**src/design/wssa_pkg.sv**
```systemverilog
// Shared types and constants of the windowed scaled scatter-add table.
// Used by the configuration block and the top level; depends on nothing.
`default_nettype none

package wssa_pkg;

    // Default geometry of the table.
    localparam int TABLE_WORDS_DEF = 4096;
    localparam int WORD_BITS_DEF   = 32;

    // Width of a computed table address: a 13 by 13 bit product plus an element.
    localparam int CALC_ADDR_W = 27;

    // Command codes.
    localparam logic [1:0] CMD_WRITE   = 2'd0;
    localparam logic [1:0] CMD_READ    = 2'd1;
    localparam logic [1:0] CMD_SCATTER = 2'd2;

    // Status codes.
    localparam logic [1:0] ST_DONE    = 2'd0;
    localparam logic [1:0] ST_OUTSIDE = 2'd1;
    localparam logic [1:0] ST_ELEMENT = 2'd2;
    localparam logic [1:0] ST_ADDRESS = 2'd3;

    // Configuration register indexes.
    localparam int CFG_IDX_W = 3;
    localparam logic [CFG_IDX_W-1:0] CFG_SCALE_FACTOR  = 3'd0;
    localparam logic [CFG_IDX_W-1:0] CFG_WINDOW_START  = 3'd1;
    localparam logic [CFG_IDX_W-1:0] CFG_WINDOW_SLICES = 3'd2;
    localparam logic [CFG_IDX_W-1:0] CFG_SLICE_WORDS   = 3'd3;

    // Configuration register file contents.
    typedef struct packed {
        logic [31:0] scale_factor;
        logic [30:0] window_start;
        logic [12:0] window_slices;
        logic [12:0] slice_words;
    } cfg_t;

endpackage

`default_nettype wire

```
**src/design/wssa_cfg.sv**
```systemverilog
// Configuration register file of the windowed scaled scatter-add table.
// Depends on wssa_pkg for the register indexes and the cfg_t type.
`default_nettype none

module wssa_cfg (
    input  wire logic                           aclk,
    input  wire logic                           aresetn,
    input  wire logic                           cfg_valid,
    output logic                                cfg_ready,
    input  wire logic [wssa_pkg::CFG_IDX_W-1:0] cfg_index,
    input  wire logic [31:0]                    cfg_data,
    output wssa_pkg::cfg_t                      cfg
);

    wssa_pkg::cfg_t cfg_reg;
    wssa_pkg::cfg_t cfg_next;

    // Writes are always taken.
    assign cfg_ready = 1'b1;
    assign cfg       = cfg_reg;

    // Decode the register index; unknown indexes leave everything unchanged.
    always_comb begin
        cfg_next = cfg_reg;
        if (cfg_valid) begin
            case (cfg_index)
                wssa_pkg::CFG_SCALE_FACTOR:  cfg_next.scale_factor  = cfg_data;
                wssa_pkg::CFG_WINDOW_START:  cfg_next.window_start  = cfg_data[30:0];
                wssa_pkg::CFG_WINDOW_SLICES: cfg_next.window_slices = cfg_data[12:0];
                wssa_pkg::CFG_SLICE_WORDS:   cfg_next.slice_words   = cfg_data[12:0];
                default:                     cfg_next = cfg_reg;
            endcase
        end
    end

    always_ff @(posedge aclk) begin
        if (!aresetn) begin
            cfg_reg.scale_factor  <= 32'd1;
            cfg_reg.window_start  <= 31'd0;
            cfg_reg.window_slices <= 13'd0;
            cfg_reg.slice_words   <= 13'd1;
        end else begin
            cfg_reg <= cfg_next;
        end
    end

endmodule

`default_nettype wire

```
**config.mk**
```make
export PLATFORM = sky130hd
export DESIGN_NAME = wssa_cfg
export DESIGN_NICKNAME = d
export VERILOG_FILES = /design/src/design/wssa_pkg.sv /design/src/design/wssa_cfg.sv
export SDC_FILE = /design/constraint.sdc
export NUM_CORES = 1
export LEC_CHECK = 0
export BUFFER_PORTS_ARGS = -buffer_cell sky130_fd_sc_hd__buf_2
export CORE_MARGIN = 2
export CORE_UTILIZATION = 48
export CTS_CLUSTER_SIZE = 25
export DETAILED_ROUTE_END_ITERATION = 7
export PLACE_DENSITY = 0.81
export SYNTH_ARGS = -nofsm -noshare
export SYNTH_HDL_FRONTEND = slang
export SYNTH_SLANG_ARGS = --single-unit
```
**constraint.sdc**
```tcl
create_clock -name aclk -period 1.2 [get_ports aclk]
set_input_delay 0.06 -clock aclk [delete_from_list [all_inputs] [get_ports aclk]]
set_output_delay 0.06 -clock aclk [all_outputs]
set_load 0.01 [all_outputs]
```
# After elaboration in Yosys (flattened, before gate mapping)
# Index checks and enable logic that the tools add are counted.
[classes]
n_eq_ne = 3
reduce_logical = 5
[ops]
columns = ["op", "n"]
rows = [
  ["2-bit AND reduction", 4],
  ["3-bit by 2-bit equality test with 1-bit output (second input constant)", 2],
  ["3-bit by 1-bit equality test with 1-bit output (second input constant)", 1],
  ["3-bit logical NOT", 1],
]
[totals]
reg_bits = 89
out_inout_bits = 90

# Longest topological paths before layout
[depth]
depth_word = 2
mapped_depth = 5

# Least setup slack after synthesis
# No wires, ideal clock.
[synth_path]
kind = "input to register"
from = "input cfg_index[0] in the netlist's numbering"
to = "register cfg_reg (netlist bit cfg[67])"
setup_time_ns = 0.072
t_arrival_ns = 0.877
stages = 3
path_slack_ns = 0.252
n_path_buf = 1
cell_sequence = "nor4b_4 > buf_6 > mux2i_1"
[synth_between]
elab_chain_cells = 2
[synth_lines]
columns = ["item", "line_no", "text"]
rows = [
  ["start: declaration", "wssa_cfg.sv:10", "input wire logic [wssa_pkg::CFG_IDX_W-1:0] cfg_index,"],
  ["3-bit logical NOT", "wssa_cfg.sv:26", "case (cfg_index)"],
  ["2-bit AND reduction (no source line)", "--", ""],
  ["end signal: assignment", "wssa_cfg.sv:43", "cfg_reg <= cfg_next;"],
  ["end: declaration", "wssa_cfg.sv:15", "wssa_pkg::cfg_t cfg_reg;"],
]
# Every way passes these cells.
# A chain may end at the register's enable or synchronous reset.

# Final worst setup path
[layout_path]
from = "register cfg_reg (netlist bit cfg[26])"
to = "output cfg[26] in the netlist's numbering"
[layout_rtl]
columns = ["item", "line_no", "text"]
rows = [
  ["end: declaration", "wssa_cfg.sv:12", "output wssa_pkg::cfg_t cfg"],
]
# No word-level cell between the ends.

==> reports/results.ini <==
[power]
peakVddDrop_uv = 775
p_per_area_nw_per_um2 = 1360
p_leak_nw = 2.40

[clock_network]
cts_sinks = 89
htree_num_levels = 3
cts_buffers = 9
cts_root_buf = clkbuf_8
post_cts_resized = 0
cts_tree = done
clkLatencyLatePin_ns = 0.34
cts_buffer_depth = 2
clk_pin_slew_ns = 0.08
hold_buffers = 20
postCtsSetupRepairBufs = 0

[timing]
finClkSkew_ns = 0
finalMaxSlewViolations = 0
rsz0062_at_grt = false
final-setup-viol-count = 0
whs_ns = 0.0458
worst_slack_ns = 0.300
fmax_ghz = 1.11
finalCriticalPeriod_ns = 0.900
min_period_over_period = 0.750
setup_tns_ns = 0
hold_viol_final = 0

[critical_path]
startpoint_type = flop
cp_max_fo = 2
crit_arrival_ns = 0.84
required_ns = 1.14
slowest_delay_ns = 0.36
cpMaxStageDelayCell = dfxtp_1
reg2reg_to = cfg[30]$_SDFFE_PN0P_
cp.depth = 1
path_cells = buf_2
crit_type = reg2out
worst-path-buf-inv = 1
reg2reg_depth = 2
r2r-start = cfg[30]$_SDFFE_PN0P_
cp-end-kind = output port
ff2ff_setup_slack_ns = 0.56
crit_family = flip-flops

[worst_hold_path]
hold_start = cfg_data[10]
whs_endpoint = cfg[10]$_SDFFE_PN0P_
hold_class = in2reg
worstHoldPathCells = 3

[placement]
numPortBuffers = 126
dp_hpwl_um = 5110
pre_cts_slack_ns = 0.0512
gp_congestion = 0.780

[floorplanning]
rows = 30
num_io_pins = 128
die_h_um = 87.5
dieArea_um2 = 7650
initial_utilization = 0.495
die_width_um = 87.5
core_um2 = 6760

[synthesis]
syn_area_um2 = 3340
yosysWarnings = 0
synthSimpleGateAreaFrac = 0.156
yosysSeqAreaShare = 0.533
syn_avg_cell_area_um2 = 10.1
synthAdderAreaFrac = 0
synth_cells = 330
synth_compound_area_frac = 0
synth_top_family_by_area = multiplexers
synthXorXnorAreaFrac = 0
yosysUniqueCellTypes = 13
muxShareOfSynthArea = 0.266
mappedNetlistNets = 368
synth_seq_cells = 89

[run]
cap_violations = 0

[finish]
insertedDiodeCount = 0
largest_reg_flops = 89
area_growth_pct = 34.9
layout_common_cells = buf_2 (125), nand2_1 (119), mux2i_1 (89), dfxtp_1 (89), dlygate4sd3_1 (20)
drive_above_1_share = 0.315
final_common_cell = buf_2
final_nets = 506

[detailed_routing]
dr.first_iter.drc_count = 110
num_vias = 2751
wl_per_cell_um = 13.9
viasPerCell = 4.97
drtPass1Iterations = 4
drc = 0
drtAntennaViolNets = 0
drt_wl_total_um = 7670

[grt]
grt_overflow = 0
grt_pass1_vias = 2564
grt_pass1_wl_um = 12000
grt_max_degree = 73
grt_use_total = 0.201
grt_antenna_before_repair = 0

[outcome]
status = complete, no violations

## kinds of logic after synthesis
| logic type | count (synthesis) |
|---|---|
| buffers and inverters | 25 |
| flip-flops | 89 |
| multiplexers | 89 |
| other | 1 |
| AND/OR/NAND/NOR | 126 |
## per-stage QoR
stage          cell area, um^2  power (mW)  instances   util
2_1_floorplan             3340        3.37        330      -
3_3_place_gp              4060        3.55        517  0.600
3_5_place_dp              4060        3.56        517  0.600
4_1_cts                   4510        6.18        553  0.668
5_1_grt                   4510        6.35        553  0.668
6_report                  4510        6.12        553  0.668
## synth_stat cells (all sizes together)
cell type | n | area, um^2
buf | 18 | 121
clkbuf | 7 | 26.3
conb | 1 | 3.75
dfxtp | 89 | 1780
mux2i | 89 | 891
nand2 | 119 | 447
nand4b | 1 | 8.76
nand4bb | 2 | 22.5
nor2b | 3 | 18.8
nor4b | 1 | 23.8
## worst reg2reg max path, delay by kind of cell, from the launching register on
| family | cells | cell delay [ns] |
|---|---|---|
| flip-flops | 1 | 0.34 |
| multiplexers | 1 | 0.16 |
| AND/OR/NAND/NOR | 1 | 0.06 |
## layout make-up
class / count / area [um^2]
repair buffers: 152 / 953
clock inverters: 6 / 130
multi-input cells: 216 / 1420
flip-flops and latches: 89 / 1780
clock buffers: 10 / 128
fillers: 556 / 2240
well taps: 80 / 100
## worst max path at each step
stage | start | to | slack (ns)
6_report | cfg[26]$_SDFFE_PN0P_ | cfg[26] | 0.30
5_1_grt | cfg[71]$_SDFFE_PN0P_ | cfg[71] | 0.25
4_1_cts | cfg[57]$_SDFFE_PN1P_ | cfg[57] | 0.28
3_5_place_dp | cfg_index[0] | cfg[72]$_SDFFE_PN0P_ | 0.05
3_3_place_gp | cfg_index[0] | cfg[72]$_SDFFE_PN0P_ | 0.13
2_1_floorplan | cfg_index[0] | cfg[67]$_SDFFE_PN0P_ | 0.25
## report_power, final
part | total, mW | switching [mW] | internal [mW]
Combinational | 0.494 | 0.260 | 0.234
Sequential | 3.05 | 0.0329 | 3.02
Clock | 2.57 | 0.987 | 1.59
Total | 6.12 | 1.28 | 4.84
## metal layers
metal | global-route usage | part of all wire | wire length, um
met2 | 0.330 | 0.47 | 3610
met1 | 0.247 | 0.44 | 3410
met3 | 0.0597 | 0.074 | 564
met5 | 0 | 0 | 0
met4 | 0.0811 | 0.011 | 84
No activity file was read; power rests on OpenSTA's default activity.
